[src/design/kscl_pkg.sv]
`timescale 1ns / 1ps

package kscl_pkg;

    typedef struct packed {
        logic [15:0] pin_code;
        logic [7:0]  settle_ticks;
        logic [7:0]  debounce_ticks;
        logic [15:0] unlock_ticks;
    } kscl_cfg_t;

    typedef struct packed {
        logic [3:0] row_drive;
        logic       key_seen;
        logic [3:0] key_position;
        logic       access_granted;
        logic       access_denied;
        logic       too_many_digits;
        logic       door_unlocked;
    } kscl_res_t;

endpackage

[src/design/keypad_scan_code_lock.sv]
`timescale 1ns / 1ps
// A tick is taken into the input register and, once the result register is free or being
//   drained, processed into the result register, which raises out_valid.
// Throughput: one tick per cycle while results are drained; the scan state machine updates once per tick.
// Reset (rst_n, asynchronous, active low): settling on row zero, counters and entry cleared,
//   registers back to code 1234, settle 10, debounce 50, unlock 1000; no clearing pass.
module keypad_scan_code_lock
#(
    parameter int CODE_DIGITS = 4
)
(
    input  logic        clk,
    input  logic        rst_n,
    input  logic        psel,
    input  logic        penable,
    input  logic        pwrite,
    input  logic [3:0]  paddr,
    input  logic [31:0] pwdata,
    output logic [31:0] prdata,
    output logic        pready,
    input  logic        in_valid,
    output logic        in_ready,
    input  logic [3:0]  col_levels,
    output logic        out_valid,
    input  logic        out_ready,
    output logic [3:0]  row_drive,
    output logic        key_seen,
    output logic [3:0]  key_position,
    output logic        access_granted,
    output logic        access_denied,
    output logic        too_many_digits,
    output logic        door_unlocked
);
    import kscl_pkg::*;

    kscl_cfg_t  cfg;
    kscl_res_t  res;
    kscl_res_t  res_reg;
    logic       in_valid_reg;
    logic [3:0] cols_reg;
    logic       out_valid_reg;
    logic       step;

    // Advance the held tick whenever the result register is free or being drained
    assign step     = in_valid_reg && (!out_valid_reg || out_ready);
    assign in_ready = !in_valid_reg || step;

    kscl_regs u_regs
    (
        .clk     (clk),
        .rst_n   (rst_n),
        .psel    (psel),
        .penable (penable),
        .pwrite  (pwrite),
        .paddr   (paddr),
        .pwdata  (pwdata),
        .prdata  (prdata),
        .pready  (pready),
        .cfg     (cfg)
    );

    kscl_fsm #(
        .CODE_DIGITS (CODE_DIGITS)
    ) u_fsm (
        .clk   (clk),
        .rst_n (rst_n),
        .step  (step),
        .cols  (cols_reg),
        .cfg   (cfg),
        .res   (res)
    );

    always_ff @(posedge clk or negedge rst_n)
    begin
        if (!rst_n)
        begin
            in_valid_reg  <= 1'b0;
            out_valid_reg <= 1'b0;
        end
        else
        begin
            if (in_ready)
                in_valid_reg <= in_valid;
            if (step)
                out_valid_reg <= 1'b1;
            else if (out_ready)
                out_valid_reg <= 1'b0;
        end
    end

    always_ff @(posedge clk)
    begin
        if (in_valid && in_ready)
            cols_reg <= col_levels;
        if (step)
            res_reg <= res;
    end

    assign out_valid       = out_valid_reg;
    assign row_drive       = res_reg.row_drive;
    assign key_seen        = res_reg.key_seen;
    assign key_position    = res_reg.key_position;
    assign access_granted  = res_reg.access_granted;
    assign access_denied   = res_reg.access_denied;
    assign too_many_digits = res_reg.too_many_digits;
    assign door_unlocked   = res_reg.door_unlocked;

endmodule

[src/design/kscl_regs.sv]
`timescale 1ns / 1ps

module kscl_regs
(
    input  logic                clk,
    input  logic                rst_n,
    input  logic                psel,
    input  logic                penable,
    input  logic                pwrite,
    input  logic [3:0]          paddr,
    input  logic [31:0]         pwdata,
    output logic [31:0]         prdata,
    output logic                pready,
    output kscl_pkg::kscl_cfg_t cfg
);
    import kscl_pkg::*;

    localparam logic [1:0] REG_PIN_CODE = 2'd0;
    localparam logic [1:0] REG_SETTLE   = 2'd1;
    localparam logic [1:0] REG_DEBOUNCE = 2'd2;
    localparam logic [1:0] REG_UNLOCK   = 2'd3;

    kscl_cfg_t  cfg_reg;
    logic [1:0] reg_index;
    logic       wr_en;

    assign reg_index = paddr[3:2];
    assign wr_en     = psel && penable && pwrite;
    assign pready    = 1'b1;
    assign cfg       = cfg_reg;

    always_ff @(posedge clk or negedge rst_n)
    begin
        if (!rst_n)
        begin
            cfg_reg.pin_code       <= 16'h1234;
            cfg_reg.settle_ticks   <= 8'd10;
            cfg_reg.debounce_ticks <= 8'd50;
            cfg_reg.unlock_ticks   <= 16'd1000;
        end
        else if (wr_en)
        begin
            case (reg_index)
                REG_PIN_CODE: cfg_reg.pin_code       <= pwdata[15:0];
                REG_SETTLE:   cfg_reg.settle_ticks   <= pwdata[7:0];
                REG_DEBOUNCE: cfg_reg.debounce_ticks <= pwdata[7:0];
                REG_UNLOCK:   cfg_reg.unlock_ticks   <= pwdata[15:0];
                default:      cfg_reg.pin_code       <= cfg_reg.pin_code;
            endcase
        end
    end

    always_comb
    begin
        case (reg_index)
            REG_PIN_CODE: prdata = {16'd0, cfg_reg.pin_code};
            REG_SETTLE:   prdata = {24'd0, cfg_reg.settle_ticks};
            REG_DEBOUNCE: prdata = {24'd0, cfg_reg.debounce_ticks};
            REG_UNLOCK:   prdata = {16'd0, cfg_reg.unlock_ticks};
            default:      prdata = 32'd0;
        endcase
    end

endmodule

[src/design/kscl_fsm.sv]
`timescale 1ns / 1ps

module kscl_fsm
#(
    parameter int CODE_DIGITS = 4
)
(
    input  logic                clk,
    input  logic                rst_n,
    input  logic                step,
    input  logic [3:0]          cols,
    input  kscl_pkg::kscl_cfg_t cfg,
    output kscl_pkg::kscl_res_t res
);
    import kscl_pkg::*;

    localparam int CNT_W = $clog2(CODE_DIGITS + 1);
    localparam int PIN_W = (4 * CODE_DIGITS > 16) ? 4 * CODE_DIGITS : 16;

    localparam logic [2:0] PH_SETTLE  = 3'd0;
    localparam logic [2:0] PH_CHECK   = 3'd1;
    localparam logic [2:0] PH_PRESS   = 3'd2;
    localparam logic [2:0] PH_HOLD    = 3'd3;
    localparam logic [2:0] PH_RELWAIT = 3'd4;
    localparam logic [2:0] PH_RELDB   = 3'd5;

    localparam logic [3:0] KEY_HASH = 4'd14;
    localparam logic [3:0] KEY_NONE = 4'd15;

    // Key meaning by row*4+col: digits, hash, or nothing
    function automatic logic [3:0] key_kind(input logic [3:0] pos);
        logic [3:0] kind;
        case (pos)
            4'd0:    kind = 4'd1;
            4'd1:    kind = 4'd2;
            4'd2:    kind = 4'd3;
            4'd4:    kind = 4'd4;
            4'd5:    kind = 4'd5;
            4'd6:    kind = 4'd6;
            4'd8:    kind = 4'd7;
            4'd9:    kind = 4'd8;
            4'd10:   kind = 4'd9;
            4'd13:   kind = 4'd0;
            4'd14:   kind = KEY_HASH;
            default: kind = KEY_NONE;
        endcase
        return kind;
    endfunction

    logic [2:0]       phase_reg, phase_next;
    logic [1:0]       scan_row_reg, scan_row_next;
    logic [1:0]       scan_col_reg, scan_col_next;
    logic [15:0]      wait_count_reg, wait_count_next;
    logic [CNT_W-1:0] digit_count_reg, digit_count_next;
    logic [3:0]       digit_store_reg [CODE_DIGITS];
    logic [3:0]       digit_store_next [CODE_DIGITS];

    logic [15:0]      wc_inc;
    logic [PIN_W-1:0] pin_ext;
    logic             entry_ok;
    logic             col_hit;
    logic [1:0]       col_sel;
    logic [3:0]       pos;
    logic [3:0]       kind;

    assign wc_inc  = wait_count_reg + 16'd1;
    assign pin_ext = PIN_W'(cfg.pin_code);
    assign pos     = {scan_row_reg, scan_col_reg};
    assign kind    = key_kind(pos);

    always_comb
    begin
        entry_ok = (digit_count_reg == CNT_W'(CODE_DIGITS));
        for (int i = 0; i < CODE_DIGITS; i++)
        begin
            if (digit_store_reg[i] != pin_ext[4 * (CODE_DIGITS - 1 - i) +: 4])
                entry_ok = 1'b0;
        end
    end

    // Lowest pressed column at or after the current column
    always_comb
    begin
        col_hit = 1'b0;
        col_sel = 2'd0;
        for (int c = 3; c >= 0; c--)
        begin
            if ((2'(c) >= scan_col_reg) && !cols[c])
            begin
                col_hit = 1'b1;
                col_sel = 2'(c);
            end
        end
    end

    always_comb
    begin
        phase_next       = phase_reg;
        scan_row_next    = scan_row_reg;
        scan_col_next    = scan_col_reg;
        wait_count_next  = wait_count_reg;
        digit_count_next = digit_count_reg;
        digit_store_next = digit_store_reg;

        res                 = '0;
        res.row_drive       = ~(4'b0001 << scan_row_reg);

        case (phase_reg)
            PH_SETTLE:
            begin
                wait_count_next = wc_inc;
                if (wc_inc >= {8'd0, cfg.settle_ticks})
                begin
                    wait_count_next = 16'd0;
                    phase_next      = PH_CHECK;
                end
            end
            PH_CHECK:
            begin
                wait_count_next = 16'd0;
                if (col_hit)
                begin
                    scan_col_next = col_sel;
                    phase_next    = PH_PRESS;
                end
                else
                begin
                    scan_row_next = scan_row_reg + 2'd1;
                    scan_col_next = 2'd0;
                    phase_next    = PH_SETTLE;
                end
            end
            PH_PRESS:
            begin
                wait_count_next = wc_inc;
                if (wc_inc >= {8'd0, cfg.debounce_ticks})
                begin
                    wait_count_next  = 16'd0;
                    res.key_seen     = 1'b1;
                    res.key_position = pos;
                    phase_next       = PH_RELWAIT;
                    if (kind == KEY_HASH)
                    begin
                        if (entry_ok)
                        begin
                            res.access_granted = 1'b1;
                            phase_next         = PH_HOLD;
                        end
                        else
                        begin
                            res.access_denied = 1'b1;
                        end
                        digit_count_next = '0;
                    end
                    else if (kind <= 4'd9)
                    begin
                        if (digit_count_reg < CNT_W'(CODE_DIGITS))
                        begin
                            for (int i = 0; i < CODE_DIGITS; i++)
                            begin
                                if (digit_count_reg == CNT_W'(i))
                                    digit_store_next[i] = kind;
                            end
                            digit_count_next = digit_count_reg + CNT_W'(1);
                        end
                        else
                        begin
                            res.too_many_digits = 1'b1;
                            digit_count_next    = '0;
                        end
                    end
                end
            end
            PH_HOLD:
            begin
                res.door_unlocked = 1'b1;
                wait_count_next   = wc_inc;
                if (wc_inc >= cfg.unlock_ticks)
                begin
                    wait_count_next = 16'd0;
                    phase_next      = PH_RELWAIT;
                end
            end
            PH_RELWAIT:
            begin
                if (cols[scan_col_reg])
                begin
                    wait_count_next = 16'd0;
                    phase_next      = PH_RELDB;
                end
            end
            PH_RELDB:
            begin
                wait_count_next = wc_inc;
                if (wc_inc >= {8'd0, cfg.debounce_ticks})
                begin
                    wait_count_next = 16'd0;
                    if (scan_col_reg == 2'd3)
                    begin
                        scan_row_next = scan_row_reg + 2'd1;
                        scan_col_next = 2'd0;
                        phase_next    = PH_SETTLE;
                    end
                    else
                    begin
                        scan_col_next = scan_col_reg + 2'd1;
                        phase_next    = PH_CHECK;
                    end
                end
            end
            default:
            begin
                scan_col_next   = 2'd0;
                wait_count_next = 16'd0;
                phase_next      = PH_SETTLE;
            end
        endcase
    end

    always_ff @(posedge clk or negedge rst_n)
    begin
        if (!rst_n)
        begin
            phase_reg       <= PH_SETTLE;
            scan_row_reg    <= 2'd0;
            scan_col_reg    <= 2'd0;
            wait_count_reg  <= 16'd0;
            digit_count_reg <= '0;
        end
        else if (step)
        begin
            phase_reg       <= phase_next;
            scan_row_reg    <= scan_row_next;
            scan_col_reg    <= scan_col_next;
            wait_count_reg  <= wait_count_next;
            digit_count_reg <= digit_count_next;
        end
    end

    // Digits are only compared once all of them have been written since the last clear
    always_ff @(posedge clk)
    begin
        if (step)
            digit_store_reg <= digit_store_next;
    end

endmodule

[config.mk]
export PLATFORM = sky130hd
export DESIGN_NAME = keypad_scan_code_lock
export DESIGN_NICKNAME = d
export VERILOG_FILES = /design/src/design/kscl_pkg.sv /design/src/design/keypad_scan_code_lock.sv /design/src/design/kscl_regs.sv /design/src/design/kscl_fsm.sv
export SDC_FILE = /design/constraint.sdc
export NUM_CORES = 1
export LEC_CHECK = 0
export ABC_AREA = 1
export BUFFER_PORTS_ARGS = -buffer_cell sky130_fd_sc_hd__buf_2
export CORE_UTILIZATION = 30
export DETAILED_ROUTE_END_ITERATION = 12
export PLACE_DENSITY = 0.5
export SYNTH_ARGS = -nofsm -noshare
export SYNTH_HDL_FRONTEND = slang
export SYNTH_SLANG_ARGS = --single-unit
[constraint.sdc]
create_clock -name clk -period 3.34 [get_ports clk]
set_input_delay 0.167 -clock clk [delete_from_list [all_inputs] [get_ports clk]]
set_output_delay 0.167 -clock clk [all_outputs]
set_load 0.005 [all_outputs]
==> impl_metrics.py, run 1 <==
metrics = {
    "outcome": {
        "status": "finished, final reports clean",
    },
    "setup_path": {
        "crit_family": "simple AND/OR/NAND/NOR gates",
        "cp_slowest_cell": "dfrtp_1",
        "criticalPathCategory": "flop to flop",
        "rr_startpoint": "u_fsm.wait_count_reg[0]",
        "reg2reg_to": "u_fsm.digit_store_reg[14]",
        "slowest_delay_ns": 0.50,
        "ff2ff_path_depth": 14,
        "cp_data_required_time_ns": 3.38,
        "start_kind": "flop",
        "cp-end-kind": "flop",
        "reg2reg_slack_ns": 0.32,
        "worstPathCellList": "nand3_2 > inv_2 > nand2_2 > xor2_1 > inv_1 > ha_1 > nand2_1 > nor2_1 > nand4_1 > nand4_4 > nand2_1 > inv_1 > nand3_2 > nor2_1",
        "crit_arrival_ns": 3.06,
        "critPathMaxFanout": 7,
        "startpoint": "u_fsm.wait_count_reg[0]",
        "crit_buf_inv": 3,
    },
    "sta": {
        "tns_ns": 0,
        "fin_ws_ns": 0.3191,
        "fin_crit_ns": 3.021,
        "final_max_slew_viol_count": 0,
        "worst_slew_pin_slew_ns": 1.021,
        "hold_viol_final": 0,
        "skew_ns": 0.01147,
        "period_share_pct": 90.45,
        "relSlewSlack_pct": 31.77,
        "max_freq_ghz": 0.3310,
        "setup_violations": 0,
        "rsz0062_at_grt": "false",
    },
    "power_and_ir_drop": {
        "switching_share_pct": 38.99,
        "ir_worst_vdd_uv": 338.0,
        "total_power_mw": 4.711,
        "p_int_mw": 2.874,
        "power_leakage_nw": 3.801,
        "powerDensity_mw_per_mm2": 618.2,
        "p_seq_share_pct": 40.2,
        "p_switching_mw": 1.837,
        "p_comb_share_pct": 34.4,
        "clock_power_share_pct": 25.4,
    },
    "global_route": {
        "antenna_found_initial": 0,
        "grt_pass1_wl_um": 27510,
        "grt_pass1_vias": 5203,
        "grt_max_degree": 66,
        "overflow": 0,
        "grt_usage_pct": 15.95,
    },
    "synth": {
        "yosysTopAreaCellShare_pct": 22.62,
        "synth_top_cell_by_area": "dfrtp_1",
        "yosysMostFrequentCell": "nand2_1",
        "synth_area_leaders": "dfrtp_1 23%, edfxtp_1 15%, nand2_1 12%",
        "syn_inst": 835,
        "yosysSeqAreaShare_pct": 43.89,
        "synthArstFlopShare_pct": 69.72,
        "avgSynthCellArea_um2": 7.948,
        "syn_area_mm2": 0.006636,
        "yosysWarnings": 0,
        "yosysUniqueCellTypes": 41,
        "synth-edff-count": 33,
        "synth-seq-cells": 109,
        "ys_top_cells_by_count": "214 x nand2_1, 146 x inv_1, 76 x o21ai_0, 66 x nor2_1, 60 x dfrtp_1",
        "synthFlopType": "dfrtp_1",
    },
    "die": {
        "fp.dieW_um": 150.7,
        "core-area_mm2": 0.02176,
        "row_count": 54,
        "die_h_um": 150.7,
        "num_io_pins": 95,
        "die_area_mm2": 0.02272,
        "initial_core_util_pct": 30.50,
    },
    "final_layout": {
        "antenna_cells": 0,
        "drive_gt1_share_pct": 15.90,
        "fin_nets": 998,
        "largest_reg_flops": 48,
        "area_growth_pct": 14.82,
    },
    "detailed_routing": {
        "antenna_left": 0,
        "num_vias": 5293,
        "remaining_drc_errors": 0,
        "wl_per_cell_um": 13.96,
        "initialDrtViolationCount": 260,
        "totalWireLength_um": 16640,
        "drt_first_pass_iters": 4,
        "vias_per_cell": 4.440,
    },
    "cts": {
        "root_buffer": "clkbuf_16",
        "clock-sinks": 109,
        "worstSkewPairLatency_ns": 0.36,
        "numCtsBuffers": 9,
        "cts_tree": "done",
        "htree_levels": 3,
        "cts-resized-gates": 0,
        "cts.path.max_buffers": 2,
        "clkTransAtPathRegs_ns": 0.08,
    },
    "hold_path": {
        "hp-class": "primary input to flop",
        "holdPathStages": 3,
        "min_to": "in_valid_reg",
        "hold_start": "in_valid",
    },
    "run": {
        "drv_cap": 0,
    },
    "place": {
        "gp_congestion": 0.7921,
        "io_buffer_count": 59,
        "hpwl_um": 12600,
        "pre_cts_ws_ns": 0.2855,
    },
}
==> cells in the final DEF (no fill, tap or decap), types with 2 or more instances in the layout <==
cell           Yosys  final
a21oi_1           30     30
a22oi_1            2      2
a2bb2oi_1          2      2
buf_2              0     58
buf_4             17     12
clkbuf_16          0      9
clkinv_8           0      2
conb_1             2     17
dfrtp_1           60     60
dfstp_2           16     16
dlygate4sd3_1      0      5
edfxtp_1          33     33
ha_1              44     44
inv_1            146    146
inv_2              2      2
inv_8              0      2
nand2_1          214    214
nand2_2           24     24
nand2_4            2      2
nand3_1           14     14
nand3_2            2      2
nand4_1           17     17
nor2_1            66     66
nor2_4             7      7
nor3_1             3      3
o2111ai_1          4      4
o211ai_1           2      2
o21ai_0           76     76
o21bai_1           2      2
o22ai_1           11     11
or2_2              2      2
xnor2_1            3      3
xor2_1             9      9
==> how the worst max path moves through the flow <==
| stage | cells past startpoint | end |
|---|---|---|
| 2_1_floorplan | 13 | u_fsm.digit_store_reg[0] |
| 3_3_place_gp | 14 | u_fsm.digit_store_reg[12] |
| 3_5_place_dp | 14 | u_fsm.digit_store_reg[14] |
| 4_1_cts | 14 | u_fsm.digit_store_reg[14] |
| 5_1_grt | 14 | u_fsm.digit_store_reg[14] |
| 6_report | 14 | u_fsm.digit_store_reg[14] |
==> power groups by stage <==
| stage | clock [mW] | sequential, mW | combinational (mW) |
|---|---|---|---|
| finish | 1.20 | 1.89 | 1.62 |
| global placement | 0 | 1.92 | 1.63 |
| CTS | 1.24 | 1.90 | 1.65 |
| global route | 1.28 | 1.93 | 1.89 |
| detailed placement | 0 | 1.92 | 1.64 |
| floorplan | 0 | 1.86 | 1.20 |
==> worst register-to-register path, delay by kind of cell, from the launching register on <==
kind / cells / cell delay [ns]
XOR/XNOR: 1 / 0.20
adder cells (fa/ha/maj): 1 / 0.30
buffers and inverters: 3 / 0.35
flip-flops: 1 / 0.50
AND/OR/NAND/NOR: 9 / 1.36
==> layout make-up <==
class | count | area (um2)
clock buffer | 9 | 225.2
clock inverter | 7 | 110.1
fill | 2328 | 14140
inverter | 149 | 559.3
multi-input combinational | 563 | 3032
sequential | 109 | 2913
tap | 280 | 350.3
timing repair buffer | 75 | 430.4
==> cell families after synthesis <==
kind of cell / count (synthesis) / share of synthesized area [%]
AO/OA/AOI/OAI: 134 / 11.12
XOR/XNOR: 12 / 1.584
adder cells (fa/ha/maj): 44 / 8.296
buffers and inverters: 178 / 11.27
flip-flops: 109 / 43.89
other: 2 / 0.1132
AND/OR/NAND/NOR: 356 / 23.72
==> timing repair <==
action | CTS | global route
hold endpoints to repair | 52 | 0
setup buffers | 0 | 0
hold buffers | 5 | 0
==> layer usage <==
metal | GRT usage, % | wire, um | vias up
met2 | 26.28 | 7980 | 72
met1 | 21.36 | 7991 | 2440
met5 | 0 | 0 | -
met4 | 4.600 | 167 | 0
met3 | 2.697 | 496 | 10
li1 | - | - | 2771
==> through the flow <==
stage / instance area [um2] / utilization, % / hold slack, ns / cells
floorplan: 6693 / - / -0.1286 / 850
global placement: 7234 / 33.25 / 0.3437 / 1171
global route: 7620 / 35.02 / 0.02796 / 1192
CTS: 7620 / 35.02 / 0.01584 / 1192
detailed placement: 7234 / 33.25 / 0.3451 / 1171
finish: 7620 / 35.02 / 0.02589 / 1192
Power figures use the tool's default switching activity.
==> run 2, diff against run 1 <==
--- a/config.mk
+++ b/config.mk
@@ -6,7 +6,7 @@
 export NUM_CORES = 1
 export LEC_CHECK = 0
 export ABC_AREA = 1
-export BUFFER_PORTS_ARGS = -buffer_cell sky130_fd_sc_hd__buf_2
+export BUFFER_PORTS_ARGS = -buffer_cell sky130_fd_sc_hd__buf_4
 export CORE_UTILIZATION = 30
 export DETAILED_ROUTE_END_ITERATION = 12
 export PLACE_DENSITY = 0.5
==> impl_metrics.py, run 2 (same netlist as run 1, synthesis figures left out) <==
metrics = {
    "sta": {
        "skew_ns": 0.01052,
        "final_max_slew_viol_count": 0,
        "setup_violations": 0,
        "relSlewSlack_pct": 50.17,
        "period_share_pct": 90.75,
        "hold_viol_final": 0,
        "rsz0062_at_grt": "true",
        "fin_crit_ns": 3.031,
        "max_freq_ghz": 0.3299,
        "worst_slew_pin_slew_ns": 0.7448,
        "holdWs_ns": 0.03682,
    },
    "run": {
        "drv_cap": 0,
    },
    "final_layout": {
        "design_area_mm2": 0.007732,
        "drive_gt1_share_pct": 15.90,
        "final_common_cell": "nand2_1",
        "area_growth_pct": 16.52,
        "seq_area_mm2": 0.002913,
        "fin_nets": 998,
        "multi_input_area_mm2": 0.003032,
        "layout_common_cells": "214 x nand2_1, 146 x inv_1, 76 x o21ai_0, 70 x buf_4, 66 x nor2_1",
        "largest_reg_flops": 48,
        "antenna_cells": 0,
        "n_fill_cell": 2340,
    },
    "global_route": {
        "overflow": 0,
        "grt_max_degree": 33,
        "grt_usage_pct": 15.83,
        "grt_pass1_wl_um": 27220,
        "antenna_found_initial": 0,
        "grt_pass1_vias": 5185,
    },
    "detailed_routing": {
        "drt_first_pass_iters": 4,
        "initialDrtViolationCount": 240,
        "vias_per_cell": 4.480,
        "dr_wl_met2_um": 8001,
        "wl_per_cell_um": 13.84,
        "wl_met3_um": 409,
        "totalWireLength_um": 16490,
        "antenna_left": 0,
        "remaining_drc_errors": 0,
        "dr.max_layer_used": "met4",
        "num_vias": 5340,
        "m1WireLength_um": 7828,
    },
    "setup_path": {
        "cp_data_required_time_ns": 3.37,
        "criticalPathCategory": "flop to flop",
        "start_kind": "flop",
        "reg2reg_slack_ns": 0.31,
        "crit_arrival_ns": 3.07,
        "cp-end-kind": "flop",
        "critPathMaxFanout": 7,
    },
    "place": {
        "placed_area_mm2": 0.007380,
        "gp_congestion": 0.8058,
        "hpwl_um": 12920,
        "io_buffer_count": 59,
    },
    "outcome": {
        "status": "finished, final reports clean",
    },
    "cts": {
        "cts.path.max_buffers": 2,
        "clock-sinks": 109,
        "clkTransAtPathRegs_ns": 0.08,
        "htree_levels": 3,
        "cts-resized-gates": 0,
        "numCtsBuffers": 9,
        "cts_setup_buffers": 0,
        "root_buffer": "clkbuf_16",
        "cts_tree": "done",
        "worstSkewPairLatency_ns": 0.36,
    },
    "die": {
        "initial_core_util_pct": 30.50,
        "core-area_mm2": 0.02176,
        "num_io_pins": 95,
        "die_area_mm2": 0.02272,
        "row_count": 54,
        "die_h_um": 150.7,
        "fp.dieW_um": 150.7,
    },
    "power_and_ir_drop": {
        "power_leakage_nw": 3.826,
        "powerDensity_mw_per_mm2": 600.3,
        "total_power_mw": 4.642,
        "ir_worst_vdd_uv": 270.3,
    },
    "hold_path": {
        "hp-class": "primary input to flop",
    },
}
## run 2: changes by cell type in the layout (fill, tap and decap cells not counted)
cell / previous run / this run
clkinv_2: 0 / 1
inv_6: 1 / 0
buf_2: 58 / 0
inv_12: 1 / 0
clkinv_4: 0 / 2
buf_4: 12 / 70
bufinv_16: 1 / 0
## run 2: area by class of cell
| cell class | count | area share (%) |
|---|---|---|
| clock inverters | 7 | 1.003 |
| well taps | 280 | 4.531 |
| repair buffers | 75 | 7.443 |
| clock buffers | 9 | 2.913 |
| inverters | 149 | 7.233 |
| flip-flops and latches | 109 | 37.67 |
| multi-input cells | 563 | 39.21 |
## run 2: layer usage
layer,vias to the layer above,track usage [%]
met5,-,0
met4,0,4.650
met1,2477,20.38
li1,2772,-
met2,77,26.97
met3,14,2.758
## run 2: stage by stage
stage	TNS (ns)	worst slack [ns]	util, %	instances
floorplan	0	0.7618	-	850
global placement	0	0.3026	33.92	1171
detailed placement	0	0.2679	33.92	1171
CTS	0	0.2556	35.54	1192
global route	-1.516	-0.1076	35.54	1192
finish	0	0.3090	35.54	1192
## run 2: what timing repair did
item,4_1_cts,5_1_grt
hold buffers,5,0
endpoints found under the setup margin,0,16
endpoints found under the hold margin,25,0
## run 2: final timing paths
path | from | end | depth (start not counted)
max | u_fsm.wait_count_reg[0] | u_fsm.digit_store_reg[13] | 14
min | in_valid | in_valid_reg | 3
max reg2reg | u_fsm.wait_count_reg[0] | u_fsm.digit_store_reg[13] | 14
min reg2reg | u_regs.cfg[40] | u_regs.cfg[40] | 2
max in group asynchronous | rst_n | u_regs.cfg[36] | 3
min in group asynchronous | rst_n | u_fsm.scan_row_reg[1] | 2
## run 2: critical path, cell delays in order, from the launching register on
cell     delay, ns
dfrtp_1       0.49
nand3_2       0.18
inv_2         0.11
nand2_2       0.06
xor2_1        0.20
inv_1         0.12
ha_1          0.31
nand2_1       0.07
nor2_1        0.14
nand4_1       0.15
nand4_4       0.20
nand2_1       0.11
inv_1         0.12
nand3_2       0.15
nor2_1        0.31
## run 2: where the power goes
part | switching (mW) | leakage, nW | internal (mW) | total (mW)
clock | 0.553 | 0.149 | 0.532 | 1.09
combinational | 1.06 | 2.43 | 0.603 | 1.66
sequential | 0.201 | 1.25 | 1.69 | 1.89
